$ cat src/hw/rtl/nus_pkg.sv
// ----------------------------------------------------------------------------
// nus_pkg
// Shared types and constants for the byte stream unit splitter.
// ----------------------------------------------------------------------------
package nus_pkg;

   // Window geometry
   localparam int WIN_LEN       = 4;
   localparam int WIN_IDX_W     = $clog2(WIN_LEN);
   localparam int FILL_W        = $clog2(WIN_LEN + 1);

   // Unit length field and its saturation limit
   localparam int LEN_W          = 17;
   localparam int LEN_FIELD_MAX  = (1 << LEN_W) - 1;
   localparam int MAX_UNIT_BYTES = 65536;
   localparam int LEN_LIMIT_INT  =
      (MAX_UNIT_BYTES < LEN_FIELD_MAX) ? MAX_UNIT_BYTES : LEN_FIELD_MAX;
   localparam logic [LEN_W-1:0] LEN_LIMIT = LEN_W'(LEN_LIMIT_INT);

   // Start code pattern bytes
   localparam logic [7:0] SC_ZERO = 8'h00;
   localparam logic [7:0] SC_ONE  = 8'h01;

   typedef struct packed {
      logic [7:0] in_byte;
      logic       end_of_stream;
   } req_type;

   typedef struct packed {
      logic [7:0]       out_byte;
      logic             unit_first;
      logic             unit_last;
      logic [LEN_W-1:0] unit_length;
      logic             run_end;
   } rsp_type;

   typedef enum logic [1:0] {
      ST_RUN   = 2'b01,
      ST_FLUSH = 2'b10
   } state_type;

   // Saturating unit length increment
   function automatic logic [LEN_W-1:0] count_up(input logic [LEN_W-1:0] c);
      count_up = (c < LEN_LIMIT) ? c + LEN_W'(1) : LEN_LIMIT;
   endfunction

endpackage

$ cat src/hw/rtl/nus_cell.sv
// ----------------------------------------------------------------------------
// nus_cell
// One byte cell of the pending window; takes its neighbor's byte on shift.
// ----------------------------------------------------------------------------
module nus_cell import nus_pkg::*; (
   input  logic       clock,
   input  logic       shift_en,
   input  logic [7:0] d_in,
   output logic [7:0] q,
   output logic       is_zero
);

   logic [7:0] byte_ff;
   logic [7:0] byte_in;

   // Take the neighbor's byte when the chain advances
   always_comb begin
      byte_in = shift_en ? d_in : byte_ff;
   end

   always_ff @(posedge clock) begin
      byte_ff <= byte_in;
   end

   assign q       = byte_ff;
   assign is_zero = (byte_ff == SC_ZERO);

endmodule

$ cat src/hw/rtl/nal_unit_splitter.sv
// ----------------------------------------------------------------------------
// nal_unit_splitter
// Splits a byte stream into units at each 00 00 00 01 start code.
// ----------------------------------------------------------------------------
// Usage:
//   The req channel takes one stream word per cycle while req_ready is
//   high: a byte plus an end-of-stream flag. The rsp channel returns the
//   bytes of each unit, start code included, with first and last marks;
//   the last word of a unit carries its length, saturating at
//   MAX_UNIT_BYTES. Bytes before the first start code are dropped.
//   A byte is held in a four-cell window until the following bytes show
//   whether a start code begins. Throughput is one word per cycle while
//   the receiver keeps up and no flush runs, set by the single output
//   register and the window shift.
//   An end-of-stream word inside a unit flushes the four pending bytes;
//   req_ready is low during the flush. The block then returns to its
//   reset state and the next word starts a new stream.
//   A stalled receiver holds the output register; req_ready drops until
//   the held word is taken. Reset clears all control state and empties
//   the output register.
// ----------------------------------------------------------------------------
module nal_unit_splitter import nus_pkg::*; (
   input  logic    clock,
   input  logic    reset,
   input  logic    req_valid,
   output logic    req_ready,
   input  req_type req_data,
   output logic    rsp_valid,
   input  logic    rsp_ready,
   output rsp_type rsp_data
);

   // Window cells
   logic [7:0]         win_q   [WIN_LEN];
   logic [7:0]         win_d   [WIN_LEN];
   logic [WIN_LEN-1:0] win_zero;
   logic               shift_en;

   // Control state
   state_type          state_ff, state_in;
   logic [FILL_W-1:0]  fill_ff, fill_in;
   logic               in_unit_ff, in_unit_in;
   logic               head_first_ff, head_first_in;
   logic [LEN_W-1:0]   count_ff, count_in;
   logic [WIN_IDX_W-1:0] flush_idx_ff, flush_idx_in;

   // Output register
   logic               rsp_valid_ff, rsp_valid_in;
   rsp_type            rsp_data_ff, rsp_data_in;

   logic               slot_free;
   logic               accept;
   logic               flush_step;
   logic               full;
   logic               new_full;
   logic               sc_new;
   logic [LEN_W-1:0]   count_next;

   // Build the chain: cell i takes from cell i+1, the top cell takes the input
   for (genvar i = 0; i < WIN_LEN; i++) begin : g_cell
      if (i == WIN_LEN - 1) begin : g_top
         assign win_d[i] = req_data.in_byte;
      end else begin : g_mid
         assign win_d[i] = win_q[i+1];
      end
      nus_cell u_cell (
         .clock    (clock),
         .shift_en (shift_en),
         .d_in     (win_d[i]),
         .q        (win_q[i]),
         .is_zero  (win_zero[i])
      );
   end

   assign slot_free  = !rsp_valid_ff || rsp_ready;
   assign req_ready  = (state_ff == ST_RUN) && slot_free;
   assign accept     = req_valid && req_ready;
   assign flush_step = (state_ff == ST_FLUSH) && slot_free;
   assign shift_en   = accept || flush_step;

   assign full       = (fill_ff == FILL_W'(WIN_LEN));
   assign new_full   = full || (fill_ff == FILL_W'(WIN_LEN - 1));
   // Start code check on the window as it stands after the shift
   assign sc_new     = win_zero[1] && win_zero[2] && win_zero[3] &&
                       (req_data.in_byte == SC_ONE);
   assign count_next = count_up(count_ff);

   // Advance window control, emit words, run the end-of-stream flush
   always_comb begin
      state_in      = state_ff;
      fill_in       = fill_ff;
      in_unit_in    = in_unit_ff;
      head_first_in = head_first_ff;
      count_in      = count_ff;
      flush_idx_in  = flush_idx_ff;
      rsp_valid_in  = rsp_valid_ff && !rsp_ready;
      rsp_data_in   = rsp_data_ff;

      unique case (state_ff)
         ST_RUN: begin
            if (accept) begin
               fill_in = full ? fill_ff : fill_ff + FILL_W'(1);
               if (full && in_unit_ff) begin
                  rsp_valid_in            = 1'b1;
                  rsp_data_in.out_byte    = win_q[0];
                  rsp_data_in.unit_first  = head_first_ff;
                  rsp_data_in.unit_last   = sc_new;
                  rsp_data_in.unit_length = sc_new ? count_next : '0;
                  rsp_data_in.run_end     = !req_data.end_of_stream;
                  head_first_in           = sc_new;
                  count_in                = sc_new ? '0 : count_next;
               end else if (new_full && !in_unit_ff && sc_new) begin
                  in_unit_in    = 1'b1;
                  head_first_in = 1'b1;
                  count_in      = '0;
               end
               // Flush pending bytes inside a unit, otherwise drop them
               if (req_data.end_of_stream) begin
                  if (in_unit_in) begin
                     state_in     = ST_FLUSH;
                     flush_idx_in = '0;
                  end else begin
                     fill_in       = '0;
                     in_unit_in    = 1'b0;
                     head_first_in = 1'b0;
                     count_in      = '0;
                  end
               end
            end
         end
         ST_FLUSH: begin
            if (flush_step) begin
               rsp_valid_in            = 1'b1;
               rsp_data_in.out_byte    = win_q[0];
               rsp_data_in.unit_first  = head_first_ff;
               rsp_data_in.unit_last   = (flush_idx_ff == WIN_IDX_W'(WIN_LEN - 1));
               rsp_data_in.unit_length =
                  (flush_idx_ff == WIN_IDX_W'(WIN_LEN - 1)) ? count_next : '0;
               rsp_data_in.run_end     = (flush_idx_ff == WIN_IDX_W'(WIN_LEN - 1));
               head_first_in           = 1'b0;
               count_in                = count_next;
               flush_idx_in            = flush_idx_ff + WIN_IDX_W'(1);
               if (flush_idx_ff == WIN_IDX_W'(WIN_LEN - 1)) begin
                  state_in      = ST_RUN;
                  fill_in       = '0;
                  in_unit_in    = 1'b0;
                  head_first_in = 1'b0;
                  count_in      = '0;
               end
            end
         end
         default: begin
            state_in = ST_RUN;
         end
      endcase
   end

   // Hold control state
   always_ff @(posedge clock) begin
      if (reset) begin
         state_ff      <= ST_RUN;
         fill_ff       <= '0;
         in_unit_ff    <= 1'b0;
         head_first_ff <= 1'b0;
         count_ff      <= '0;
         flush_idx_ff  <= '0;
         rsp_valid_ff  <= 1'b0;
      end else begin
         state_ff      <= state_in;
         fill_ff       <= fill_in;
         in_unit_ff    <= in_unit_in;
         head_first_ff <= head_first_in;
         count_ff      <= count_in;
         flush_idx_ff  <= flush_idx_in;
         rsp_valid_ff  <= rsp_valid_in;
      end
   end

   // Hold the output word
   always_ff @(posedge clock) begin
      rsp_data_ff <= rsp_data_in;
   end

   assign rsp_valid = rsp_valid_ff;
   assign rsp_data  = rsp_data_ff;

endmodule
$ cat config.mk
export PLATFORM = sky130hd
export DESIGN_NAME = nal_unit_splitter
export DESIGN_NICKNAME = d
export VERILOG_FILES = /design/src/hw/rtl/nus_pkg.sv /design/src/hw/rtl/nus_cell.sv /design/src/hw/rtl/nal_unit_splitter.sv
export SDC_FILE = /design/constraint.sdc
export NUM_CORES = 1
export LEC_CHECK = 0
export BUFFER_PORTS_ARGS = -buffer_cell sky130_fd_sc_hd__buf_2
export CORE_MARGIN = 5
export CORE_UTILIZATION = 51
export DETAILED_ROUTE_END_ITERATION = 8
export HOLD_SLACK_MARGIN = 0.05
export PLACE_DENSITY = 0.71
export SLEW_MARGIN = 15
export SYNTH_ARGS = -nofsm -noshare
export SYNTH_HDL_FRONTEND = slang
export SYNTH_SLANG_ARGS = --single-unit
$ cat constraint.sdc
create_clock -name clock -period 3.45 [get_ports clock]
set_clock_uncertainty 0.2 [all_clocks]
set_input_delay 0.5175 -clock clock [delete_from_list [all_inputs] [get_ports clock]]
set_output_delay 0.5175 -clock clock [all_outputs]
set_load 0.05 [all_outputs]
Word level (Yosys, flattened, before mapping)
Index checks and enable logic that the tools add are counted.
{ "word_totals": {"mem_bits_rw": 0, "rom_bits": 0, "out_inout_bits": 30, "n_memories": 0, "latch_bits": 0, "in_bits": 13, "elab_cells": 113, "regBits": 87} }
{ "op_classes": {"n_mux": 55, "n_addsub": 3, "shift": 0, "bitwise": 0, "n_eq_ne": 12, "multipliers": 0, "reduce_logical": 26, "magnitude_cmp": 1, "div": 0} }
{ "op_table": {"columns": ["op", "n"], "rows": [
  ["$mux 17", 11],
  ["$mux 28", 3],
  ["$pmux 28 s2", 1],
  ["$pmux 17 s2", 1],
  ["$logic_not 8->1", 3],
  ["$mux 1", 18],
  ["$mux 2", 9],
  ["$mux 3", 6],
  ["$add 17x1->17 const B", 1],
  ["$lt 17x17->1 const B", 1],
  ["$logic_and 1x1->1", 10],
  ["$reduce_and 5->1", 2],
  ["$eq 8x1->1 const B", 1],
  ["$pmux 2 s2", 2],
  ["$reduce_and 4->1", 2],
  ["$ne 2x1->1 const B", 3],
  ["$ne 2x2->1 const B", 3],
  ["$pmux 1 s2", 3],
  ["$pmux 3 s2", 1],
  ["$eq 2x2->1 const B", 2],
  ["$logic_not 1->1", 4],
  ["$add 3x1->3 const B", 1],
  ["$eq 3x2->1 const B", 1],
  ["$eq 3x3->1 const B", 1],
  ["other kinds (5)", 7]
]} }

Logic depth before layout (Yosys ltp)
Gate-level depths: netlist of run 1.
{ "logic_depth": {"ltp_word": 13, "depth_mapped": 9} }

Cells and area by module
A second synthesis of run 1 with hierarchy kept.
{ "unflattened": {"cells_unflattened": 350, "area_unflattened_um2": 3952.5} }
{ "by_module_without_submodules": {"columns": ["mod", "cells_each", "n_inst", "seq_area_each_um2", "area_per_inst_um2"], "rows": [
  ["nal_unit_splitter", 306, 1, 1381.3, 2916.5],
  ["nus_cell", 11, 4, 240.2, 259.0]
]} }

Worst setup path after synthesis of run 1
Ideal clock, no wire load.
{ "synth_path": {"path_kind": "flip-flop to flip-flop", "startpoint": "register fill_ff[0]", "endpoint": "register rsp_data_ff (netlist bit rsp_data[0]) (enable)", "synth_period_minus_slack_ns": 3.025, "arrival_time_ns": 2.403, "slack_ns": 0.425, "path_buffers": 0, "path_stages_with_launch": 7, "cell_sequence": "dfxtp_1 inv_1 ha_1 nand2_1 nor2_1 nand3_1 a21oi_1"} }
{ "synth_between": {"elab_chain_cells": 4} }
{ "synth_lines": {"columns": ["item", "line", "source"], "rows": [
  ["start, declared", "nal_unit_splitter.sv:41", "logic [FILL_W-1:0] fill_ff, fill_in;"],
  ["start signal, assigned", "nal_unit_splitter.sv:170", "fill_ff <= fill_in;"],
  ["$eq 3x3->1", "nal_unit_splitter.sv:81", "assign full = (fill_ff == FILL_W'(WIN_LEN));"],
  ["$logic_and 1x1->1", "nal_unit_splitter.sv:103", "if (full && in_unit_ff) begin"],
  ["$ne 2x1->1 (no line)", null, null],
  ["$reduce_and 4->1 (no line)", null, null],
  ["end signal, assigned", "nal_unit_splitter.sv:181", "rsp_data_ff <= rsp_data_in;"],
  ["end, declared", "nal_unit_splitter.sv:49", "rsp_type rsp_data_ff, rsp_data_in;"]
]} }
No other way between the ends.
A chain may end at the register's enable or synchronous reset.

Worst setup path in the final report of run 1
{ "layout_path": {"startpoint": "register g_cell[1].u_cell.byte_ff[2]", "endpoint": "register count_ff[1]"} }
{ "layout_between": {"elab_chain_cells": 13, "word_cells_on_any_way": 16, "cone_classes": "11 x mux; 5 x reduce/logical"} }
{ "layout_lines": {"columns": ["item", "line", "source"], "rows": [
  ["start, declared", "nus_cell.sv:13", "logic [7:0] byte_ff;"],
  ["start signal, assigned", "nus_cell.sv:22", "byte_ff <= byte_in;"],
  ["$logic_not 8->1 *", "nus_cell.sv:26", "assign is_zero = (byte_ff == SC_ZERO);"],
  ["$logic_and 1x1->1 * (3 in series)", "nal_unit_splitter.sv:84", "assign sc_new = win_zero[1] && win_zero[2] && win_zero[3] &&"],
  ["$logic_and 1x1->1", "nal_unit_splitter.sv:112", "end else if (new_full && !in_unit_ff && sc_new) begin"],
  ["$mux 1", "nal_unit_splitter.sv:112", null],
  ["$mux 1", "nal_unit_splitter.sv:103", null],
  ["$mux 1", "nal_unit_splitter.sv:101", "if (accept) begin"],
  ["$mux 1", "nal_unit_splitter.sv:99", "unique case (state_ff)"],
  ["$mux 17", "nal_unit_splitter.sv:119", "if (in_unit_in) begin"],
  ["$mux 17 *", "nal_unit_splitter.sv:118", "if (req_data.end_of_stream) begin"],
  ["$mux 17 *", "nal_unit_splitter.sv:101", null],
  ["$pmux 17 s2 *", "nal_unit_splitter.sv:99", null],
  ["end signal, assigned", "nal_unit_splitter.sv:173", "count_ff <= count_in;"],
  ["end, declared", "nal_unit_splitter.sv:44", "logic [LEN_W-1:0] count_ff, count_in;"]
]} }
Every way passes the cells marked *; elsewhere a longest branch is shown, timed or not. The select of a mux whose other input is x is not followed.

==> results of run 1 <==
[sequential cells by signal, indices dropped and copies added (netlist names)]
signal,cells
count_ff,17
fill_ff,3
flush_idx_ff,2
g_cell.u_cell.q,32
head_first_ff,1
in_unit_ff,1
rsp_data,28
rsp_valid,1
state_ff,2
[how the worst min path moves through the flow]
stage                                          from  slack [ns]                               to
finish                                  req_data[1]        0.15  g_cell[3].u_cell.q[0]$_DFFE_PP_
global route                            req_data[1]        0.13  g_cell[3].u_cell.q[0]$_DFFE_PP_
CTS                                     req_data[1]        0.14  g_cell[3].u_cell.q[0]$_DFFE_PP_
detailed placement  g_cell[0].u_cell.q[4]$_DFFE_PP_        0.20           rsp_data[24]$_DFFE_PP_
global placement    g_cell[0].u_cell.q[6]$_DFFE_PP_        0.20           rsp_data[26]$_DFFE_PP_
floorplan           g_cell[0].u_cell.q[0]$_DFFE_PP_        0.20           rsp_data[20]$_DFFE_PP_
[cell type report]
type | count | area (um^2)
tap | 102 | 128
clock inverter | 6 | 72.6
multi-input combinational | 247 | 1550
sequential | 87 | 2340
timing repair buffer | 47 | 248
clock buffer | 10 | 138
fill | 657 | 3160
inverter | 11 | 41.3
[power groups by stage]
stage / logic, mW / registers (mW) / clock network [mW]
2_1_floorplan: 0.0765 / 1.18 / 0
3_3_place_gp: 0.0948 / 1.19 / 0
3_5_place_dp: 0.0987 / 1.19 / 0
4_1_cts: 0.0993 / 1.17 / 0.755
5_1_grt: 0.112 / 1.18 / 0.806
6_report: 0.0995 / 1.17 / 0.740
[synth_stat cells, drive strengths merged (3+ instances only)]
master / count
edfxtp: 60
xnor2: 7
nand3b: 3
nand3: 9
or2: 3
a211oi: 4
o21a: 3
nor2b: 9
nand4: 10
a31oi: 3
o21bai: 4
and4: 4
o31ai: 3
xor2: 5
a22oi: 4
a21oi: 19
nand2b: 5
o2bb2ai: 5
inv: 11
nand2: 20
nor2: 48
nor4: 10
ha: 6
buf: 8
o41ai: 3
dfxtp: 27
clkbuf: 11
a32o: 3
nor3: 11
a311oi: 6
o21ai: 17
[per-layer routing]
metal	vias to the layer above	share of wire	global-route usage
li1	1456	-	-
met1	1434	0.44	0.236
met2	106	0.47	0.276
met3	11	0.070	0.0318
met4	0	0.012	0.0504
met5	-	0	0
[layout by cell type (no fill, tap or decap), types with 4 or more instances in the layout]
master and instances:
a211oi_1 4, a21oi_1 18, a22oi_1 4, a311oi_1 6, and4_1 4, buf_2 42
buf_4 5, clkbuf_8 10, dfxtp_1 27, edfxtp_1 60, ha_1 6, inv_1 11
nand2_1 20, nand2b_1 5, nand3_1 9, nand4_1 9, nor2_1 47, nor2b_1 9
nor3_1 11, nor4_1 7, o21ai_0 17, o21bai_1 4, o2bb2ai_1 5, xnor2_1 7
xor2_1 5
[logic make-up (layout without fill, tap and decap cells)]
group	after synthesis	in the layout	share of synthesized area
adders and majority gates	6	6	0.0187
xor gates and xnor gates	12	12	0.0261
DFF	87	87	0.582
AOI/OAI and AO/OA	88	88	0.156
and+or+nand+nor	140	140	0.182
buffers and inverters	30	74	0.0327
muxes	1	1	0.00249
[through the flow]
step | util | power [mW] | cells
floorplan | - | 1.26 | 364
global placement | 0.561 | 1.29 | 494
detailed placement | 0.561 | 1.29 | 494
CTS | 0.588 | 2.02 | 510
global route | 0.588 | 2.09 | 510
finish | 0.588 | 2.01 | 510
[critical path, delay by kind of cell (launching register included)]
kind	cells	cell delay, ns
buffers and inverters	1	0.26
flip-flops	1	0.39
AO/OA/AOI/OAI	3	0.89
AND/OR/NAND/NOR	3	0.91
==> impl_metrics.csv, run 1 <==
group,metric,value,unit
outcome,status,"completed",
sta,whs,0.148,ns
sta,hold_violations,0,
synthesis,yosysTopAreaCellShare,0.448,
synthesis,avgSynthCellArea,11.0,um^2
min_path,hold_path_class,"in2reg",
drt,vias_per_cell,5.90,
global_routing,grt_max_degree,33,
sta,worst_pin_slew,0.572,ns
sta,setup_tns,0,ns
cts,cts-root-buf,"clkbuf_8",
floorplanning,coreArea,7690,um^2
drt,totalWireLength,7.83,mm
global_routing,grt_util_all_layers,0.171,
synthesis,ys_ff_latch,87,
power,peakVddDrop,212,uV
worst_setup_path,rr_endpoint,"count_ff[1]$_SDFFE_PP0P_",
cts,cts_hold_buf,0,
cts,cts_buffer_depth,2,
cells_and_area,fin_area,4520,um^2
synthesis,synth_cell_types,56,
worst_setup_path,cpPeakStageDelay,0.53,ns
synthesis,ys_seq_area_frac,0.582,
worst_setup_path,rr_startpoint,"g_cell[1].u_cell.q[2]$_DFFE_PP_",
cts,cts_setup_buffers,0,
floorplanning,initial_core_util,0.523,
synthesis,async_flop_share,0,
worst_setup_path,rr_worst_depth,7,
synthesis,synth_edf_count,60,
worst_setup_path,crit_chain,"nor4_1 -> nand4_1 -> o41ai_2 -> buf_4 -> nand2b_1 -> a21oi_1 -> a2111oi_2",
power,switching_share,0.229,
sta,slew_viol_final,0,
floorplanning,dieArea,9760,um^2
sta,setup_viol,0,
drt,ant_nets,0,
worst_setup_path,reg2reg_setup_slack,0.70,ns
power,p_switching,0.461,mW
worst_setup_path,crit_start,"g_cell[1].u_cell.q[2]$_DFFE_PP_",
power,power_frac_seq,0.582,
worst_setup_path,cp-start-kind,"flop",
placed_design,place_ws,0.549,ns
worst_setup_path,end_kind,"flop",
cts,cts_buffers,9,
sta,rsz0062_at_grt,"no",
worst_setup_path,cp_slowest_cell,"o41ai_2",
cts,cts.reportedPaths.clkPinSlew,0.09,ns
power,p_leak,1.55,nW
sta,fin_crit,2.75,ns
worst_setup_path,required,3.50,ns
sta,post-route-period-util,0.797,
global_routing,grt_pass1_vias,2838,
cts,cts_resized,0,
worst_setup_path,path_class,"reg2reg",
global_routing,grt_overflow,0,
cells_and_area,drive_gt1_frac,0.186,
placed_design,dp_hpwl,5.54,mm
power,pwr-share-clk,0.368,
cells_and_area,nets,422,
floorplanning,die_h,98.8,um
cts,clock_sinks,87,
cells_and_area,area_growth,12.5,%
cts,insertion_delay,0.35,ns
drt,dr_total_vias,3007,
drt,first_iter_violations,257,
global_routing,grt_pass1_wl,13.6,mm
placed_design,placed_area,4310,um^2
synthesis,synth_nets,383,
drt,drc,0,
synthesis,synth.area.top_cells,"edfxtp_1 45%, dfxtp_1 13%, nor2_1 4.5%",
power,power_density,444,nW/um^2
cells_and_area,n_antenna_cell,0,
worst_setup_path,arrival,2.80,ns
sta,fmax,364,MHz
power,p_int,1.55,mW
cts,cts_tree,"built",
sta,slew-limit-headroom,0.619,
cts,htree_levels,3,
power,power_frac_comb,0.050,
floorplanning,io_pins,43,
floorplanning,placementRows,32,
synthesis,synthCells,364,
global_routing,grt_antenna_before_repair,0,
floorplanning,die_w,98.8,um
placed_design,io_buffers,42,
synthesis,synth_area_leader_cell,"edfxtp_1",
drt,post_drt_wl_per_cell,15.4,um
worst_setup_path,critPathMaxFanout,10,
synthesis,yosysWarnings,0,
placed_design,gp_congestion,0.843,
worst_setup_path,crit_end,"count_ff[1]$_SDFFE_PP0P_",
min_path,min_path_cells,1,
synthesis,syn_area,4020,um^2
synthesis,ys.flop_type,"edfxtp_1",
drt,firstDrtPassIters,5,
sta,setup_slack,0.700,ns
flow_run,drv_cap,0,
No activity file was read; power rests on OpenSTA's default activity.
==> run 2: changes to the inputs <==
==> constraint.sdc (replaced) <==
create_clock -name clock -period 2.6 [get_ports clock]
set_clock_uncertainty 0.2 [all_clocks]
set_input_delay 0.39 -clock clock [delete_from_list [all_inputs] [get_ports clock]]
set_output_delay 0.39 -clock clock [all_outputs]
set_load 0.05 [all_outputs]
==> run 2 against run 1 <==
  * Die area did not move
  * Global-route usage rose by 1.6 points
  * Wire length rose by 15%
  * Non-clock buffer count rose by 26
  * Clock power rose by 29%
  * Utilization rose by 3.6 points
  * Critical path type is now in2reg
  * Critical endpoint is now count_ff[10]$_SDFFE_PP0P_
  * Largest power group unchanged
==> impl_metrics.csv, run 2 (synthesis results as in run 1) <==
group,metric,value,unit
cells_and_area,final_cells,536,
worst_setup_path,end_kind,"flop",
cts,cts-root-buf,"clkbuf_8",
worst_setup_path,crit_start,"req_data[1]",
floorplanning,placementRows,32,
worst_setup_path,critPathMaxFanout,6,
cts,htree_levels,3,
flow_run,drv_cap,0,
drt,post_drt_wl_per_cell,16.9,um
global_routing,grt_max_degree,33,
drt,drc,0,
cells_and_area,n_fill_cell,627,
cts,cts_buffer_depth,2,
worst_setup_path,path_class,"in2reg",
worst_setup_path,required,2.63,ns
cells_and_area,nets,448,
sta,post-route-period-util,0.964,
worst_setup_path,arrival,2.54,ns
cells_and_area,final_common_cell,"edfxtp_1",
cells_and_area,largest_reg_flops,32,
worst_setup_path,cp.depth,7,
floorplanning,initial_core_util,0.523,
cts,cts_tree,"built",
drt,totalWireLength,9.05,mm
power,p_leak,1.69,nW
global_routing,grt_pass1_vias,2954,
drt,vias_per_cell,5.96,
sta,slew_viol_final,0,
sta,fmax,399,MHz
placed_design,placed_cells,511,
power,power_density,555,nW/um^2
sta,setup_viol,0,
worst_setup_path,cp-start-kind,"primary input",
global_routing,grt_antenna_before_repair,0,
cells_and_area,utilization,0.625,
cts,cts.reportedPaths.clkPinSlew,0.09,ns
sta,worst_pin_slew,0.594,ns
placed_design,placed_area,4450,um^2
worst_setup_path,reg2reg_setup_slack,0.12,ns
cells_and_area,fin_area,4800,um^2
drt,ant_nets,0,
worst_setup_path,crit_chain,"dlygate4sd3_1 -> nor4b_4 -> nand4_2 -> o41a_1 -> a32o_2 -> a221oi_4 -> a211oi_2",
cells_and_area,area_growth,19.4,%
sta,hold_violations,0,
cts,clock_sinks,87,
worst_setup_path,rr_worst_depth,6,
floorplanning,io_pins,43,
sta,fin_crit,2.51,ns
worst_setup_path,cpPeakStageDelay,0.56,ns
cells_and_area,n_antenna_cell,0,
min_path,hold_path_class,"in2reg",
worst_setup_path,rr_startpoint,"g_cell[3].u_cell.q[1]$_DFFE_PP_",
worst_setup_path,cp_slowest_cell,"dlygate4sd3_1",
outcome,status,"completed",
drt,firstDrtPassIters,5,
power,p_total,2.66,mW
floorplanning,coreArea,7690,um^2
global_routing,grt_util_all_layers,0.187,
drt,first_iter_violations,260,
global_routing,grt_pass1_wl,14.5,mm
placed_design,dp_hpwl,6.10,mm
cells_and_area,regArea,2340,um^2
floorplanning,dieArea,9760,um^2
worst_setup_path,crit_end,"count_ff[10]$_SDFFE_PP0P_",
cts,cts_buffers,9,
drt,dr_total_vias,3192,
floorplanning,die_h,98.8,um
worst_setup_path,rr_endpoint,"count_ff[10]$_SDFFE_PP0P_",
cells_and_area,final_cell_mix,"60 x edfxtp_1, 47 x nor2_1, 40 x buf_2",
power,peakVddDrop,314,uV
sta,whs,0.186,ns
cells_and_area,drive_gt1_frac,0.224,
global_routing,grt_overflow,0,
worst_setup_path,crit_family,"compound AO/OA/AOI/OAI gates",
worst_setup_path,crit_buf_inv,1,
placed_design,gp_congestion,0.913,
cts,insertion_delay,0.37,ns
cells_and_area,multi_input_area,1610,um^2
sta,slew-limit-headroom,0.603,
placed_design,io_buffers,42,
floorplanning,die_w,98.8,um
-- run 2: cell count changes in the layout (fill, tap and decap cells not counted), sizes merged --
cell	previous run	this run
buf	47	65
dlymetal6s4s	0	1
dlygate4sd3	0	7
inv	15	14
clkinv	1	2
-- run 2: where the power goes --
group          total [mW]  leakage (nW)  internal [mW]  switching [mW]
clock network       0.951         0.101          0.453           0.498
registers            1.55         0.769           1.52          0.0362
logic               0.160         0.819         0.0680          0.0920
-- run 2: cell type report --
class                           count  share of cell area
Clock inverter                      6              0.0141
Timing Repair Buffer               73               0.101
Inverter                           11             0.00860
Tap cell                          102              0.0266
Multi-Input combinational cell    247               0.336
Sequential cell                    87               0.488
Clock buffer                       10              0.0266
-- run 2: metrics by stage --
stage	worst slack (ns)	TNS (ns)
after floorplan	0.176	0
after global placement	0.121	0
after detailed placement	0.0556	0
after CTS	0.00674	0
after global routing	-0.0105	-0.0105
final	0.0942	0
-- run 2: worst min-delay path by stage --
stage | from | endpoint | slack, ns | depth (start not counted)
3_5_place_dp | g_cell[0].u_cell.q[1]$_DFFE_PP_ | rsp_data[21]$_DFFE_PP_ | 0.21 | 0
4_1_cts | req_data[0] | rsp_data[0]$_DFFE_PP_ | 0.18 | 2
2_1_floorplan | g_cell[0].u_cell.q[0]$_DFFE_PP_ | rsp_data[20]$_DFFE_PP_ | 0.20 | 0
6_report | req_data[0] | rsp_data[0]$_DFFE_PP_ | 0.19 | 2
5_1_grt | req_data[8] | g_cell[3].u_cell.q[7]$_DFFE_PP_ | 0.18 | 1
3_3_place_gp | g_cell[0].u_cell.q[3]$_DFFE_PP_ | rsp_data[23]$_DFFE_PP_ | 0.20 | 0
-- run 2: timing repair --
item / in CTS / in global routing
hold buffers: 8 / 0
setup endpoints to repair: 0 / 26
setup buffers: 0 / 3
endpoints found under the hold margin: 8 / 0
gates resized for setup: 0 / 10
-- run 2: worst register-to-register path, cell delays in order (launching register included) --
cell and delay [ns]:
edfxtp_1 0.42, nor4_2 0.35, nand4_2 0.24, o41a_1 0.55, a32o_2 0.28, a221oi_4 0.25, a211oi_2 0.05
-- run 2: metal layers --
| layer | share of wire | wire, um | up-vias | track usage |
|---|---|---|---|---|
| li1 | - | - | 1509 | - |
| met1 | 0.43 | 3910 | 1522 | 0.255 |
| met2 | 0.47 | 4260 | 135 | 0.290 |
| met3 | 0.067 | 610 | 26 | 0.0333 |
| met4 | 0.030 | 273 | 0 | 0.0861 |
| met5 | 0 | 0 | - | 0 |
==> run 3: changes to the inputs <==
--- a/config.mk
+++ b/config.mk
@@ -6,7 +6,6 @@
 export NUM_CORES = 1
 export LEC_CHECK = 0
 export BUFFER_PORTS_ARGS = -buffer_cell sky130_fd_sc_hd__buf_2
-export CORE_MARGIN = 5
 export CORE_UTILIZATION = 51
 export DETAILED_ROUTE_END_ITERATION = 8
 export HOLD_SLACK_MARGIN = 0.05
@@ -14,4 +13,5 @@
 export SLEW_MARGIN = 15
 export SYNTH_ARGS = -nofsm -noshare
 export SYNTH_HDL_FRONTEND = slang
+export SYNTH_HIERARCHICAL = 1
 export SYNTH_SLANG_ARGS = --single-unit
==> run 3 against run 2 <==
  * The run now ends with setup timing left
  * Die area down 17%
  * Combinational power shrank 20%
  * Sequential share of layout area is 0.50 points lower
  * Hold slack worse by 0.079 ns
  * Global-route usage grew 2.1 points
  * Setup slack got worse by 0.22 ns
  * Non-clock buffer count up 6
  * Largest cell class unchanged
  * Critical path depth increased by 2
  * Count of clock-buffer cells in the layout fell by 1
  * Synthesized cell count fell by 4.7%
  * Cell count fell by 2.2%
==> impl_metrics.csv, run 3 <==
group,metric,value,unit
outcome,status,"finished, violations left",
outcome,violations,"setup timing",
sta,setup_viol,21,
cells_and_area,multi_input_area,1610,um^2
floorplanning,die_h,89.8,um
cts,cts_buffer_depth,2,
drt,drc,0,
sta,worst_pin_slew,0.718,ns
power,switching_share,0.243,
floorplanning,io_pins,43,
worst_setup_path,critPathMaxFanout,4,
sta,setup_slack,-0.129,ns
sta,slew-limit-headroom,0.520,
floorplanning,initial_core_util,0.534,
drt,firstDrtPassIters,4,
cts,cts-root-buf,"clkbuf_8",
cells_and_area,area_growth,23.3,%
cells_and_area,nets,439,
drt,totalWireLength,7.93,mm
cts,insertion_delay,0.36,ns
cells_and_area,utilization,0.658,
synthesis,avgSynthCellArea,11.3,um^2
drt,post_drt_wl_per_cell,15.1,um
global_routing,grt_overflow,0,
sta,hold_violations,0,
floorplanning,die_w,89.8,um
cells_and_area,regArea,2340,um^2
synthesis,synth_nets,366,
cts,cts_tree,"built",
cells_and_area,final_cells,524,
global_routing,grt_pass1_vias,2836,
cts,cts_buffers,9,
sta,whs,0.107,ns
placed_design,gp_congestion,0.872,
power,power_density,528,nW/um^2
power,power_frac_seq,0.595,
drt,dr_total_vias,2978,
cells_and_area,drive_gt1_frac,0.301,
synthesis,syn_area,3930,um^2
cts,clock_sinks,87,
cts,htree_levels,3,
sta,fmax,366,MHz
min_path,hold_path_class,"in2reg",
worst_setup_path,end_kind,"flop",
drt,ant_nets,0,
worst_setup_path,path_class,"reg2reg",
cells_and_area,final_cell_mix,"60 x edfxtp_1, 42 x buf_2, 31 x nor2_1",
power,p_switching,0.622,mW
sta,fin_crit,2.73,ns
placed_design,io_buffers,42,
global_routing,grt_antenna_before_repair,0,
worst_setup_path,cp-start-kind,"flop",
sta,slew_viol_final,0,
floorplanning,dieArea,8070,um^2
cells_and_area,final_common_cell,"edfxtp_1",
placed_design,placed_cells,494,
global_routing,grt_max_degree,33,
worst_setup_path,required,2.66,ns
worst_setup_path,arrival,2.79,ns
power,p_int,1.94,mW
flow_run,drv_cap,0,
floorplanning,coreArea,7370,um^2
sta,rsz0062_at_grt,"yes",
power,pwr-share-clk,0.355,
global_routing,grt_pass1_wl,13.3,mm
sta,post-route-period-util,1.05,
drt,vias_per_cell,5.68,
power,power_frac_comb,0.050,
cells_and_area,n_antenna_cell,0,
synthesis,yosysWarnings,6,
floorplanning,placementRows,31,
drt,first_iter_violations,236,
power,peakVddDrop,296,uV
cells_and_area,largest_reg_flops,32,
power,p_leak,1.71,nW
cells_and_area,n_fill_cell,579,
global_routing,grt_util_all_layers,0.208,
placed_design,dp_hpwl,5.25,mm
synthesis,synthCells,347,
cts,cts.reportedPaths.clkPinSlew,0.10,ns
## run 3: worst max-delay path, cell delays in order, from the launching register on
cell,delay [ns]
edfxtp_1,0.40
or4_4,0.56
nor2_4,0.12
nand4b_1,0.14
or4_4,0.46
buf_6,0.15
buf_4,0.13
a32o_2,0.30
a21oi_2,0.11
o21ai_1,0.06
## run 3: stage by stage
stage          instance area [um^2]  setup slack (ns)  power (mW)  setup TNS (ns)
5_1_grt                        4850            -0.223        2.65           -3.40
2_1_floorplan                  3950           -0.0808        1.61          -0.835
3_3_place_gp                   4380           -0.0919        1.65           -1.05
6_report                       4850            -0.129        2.56           -1.62
3_5_place_dp                   4380            -0.134        1.65           -1.62
4_1_cts                        4740            -0.119        2.57           -1.08
## run 3: layout make-up
| class | count | area share |
|---|---|---|
| repair buffers | 79 | 0.112 |
| multi-input cells | 233 | 0.332 |
| inverters | 10 | 0.00774 |
| clock inverters | 7 | 0.0152 |
| clock buffers | 9 | 0.0255 |
| well taps | 99 | 0.0255 |
| flip-flops and latches | 87 | 0.483 |
## run 3: worst paths after layout
| check | to | start | depth (start not counted) | slack, ns |
|---|---|---|---|---|
| max | count_ff[15]$_SDFFE_PP0P_ | g_cell[1].u_cell/q[6]$_DFFE_PP_ | 9 | -0.13 |
| min | g_cell[3].u_cell/q[6]$_DFFE_PP_ | req_data[7] | 2 | 0.11 |
| max reg2reg | count_ff[15]$_SDFFE_PP0P_ | g_cell[1].u_cell/q[6]$_DFFE_PP_ | 9 | -0.13 |
| min reg2reg | rsp_data[21]$_DFFE_PP_ | g_cell[0].u_cell/q[1]$_DFFE_PP_ | 0 | 0.23 |
## run 3: power by group through the flow
stage	clock, mW	combinational (mW)	sequential (mW)
finish	0.910	0.128	1.52
global placement	0	0.0931	1.55
detailed placement	0	0.0954	1.56
global route	0.981	0.141	1.53
CTS	0.929	0.114	1.52
floorplan	0	0.0577	1.55
## run 3: repair_timing
item | CTS | global route
pin swaps | 13 | 10
gates resized for setup | 24 | 20
hold buffers | 7 | 0
endpoints found under the hold margin | 7 | 0
setup buffers | 3 | 3
endpoints found under the setup margin | 26 | 28
cloned | 1 | 0
## run 3: routing by layer
| layer | global-route usage | share of wire | vias up |
|---|---|---|---|
| met1 | 0.277 | 0.45 | 1402 |
| met4 | 0.0861 | 0.014 | 0 |
| met2 | 0.335 | 0.49 | 102 |
| met3 | 0.0406 | 0.051 | 18 |
| li1 | - | - | 1456 |
| met5 | 0 | 0 | - |
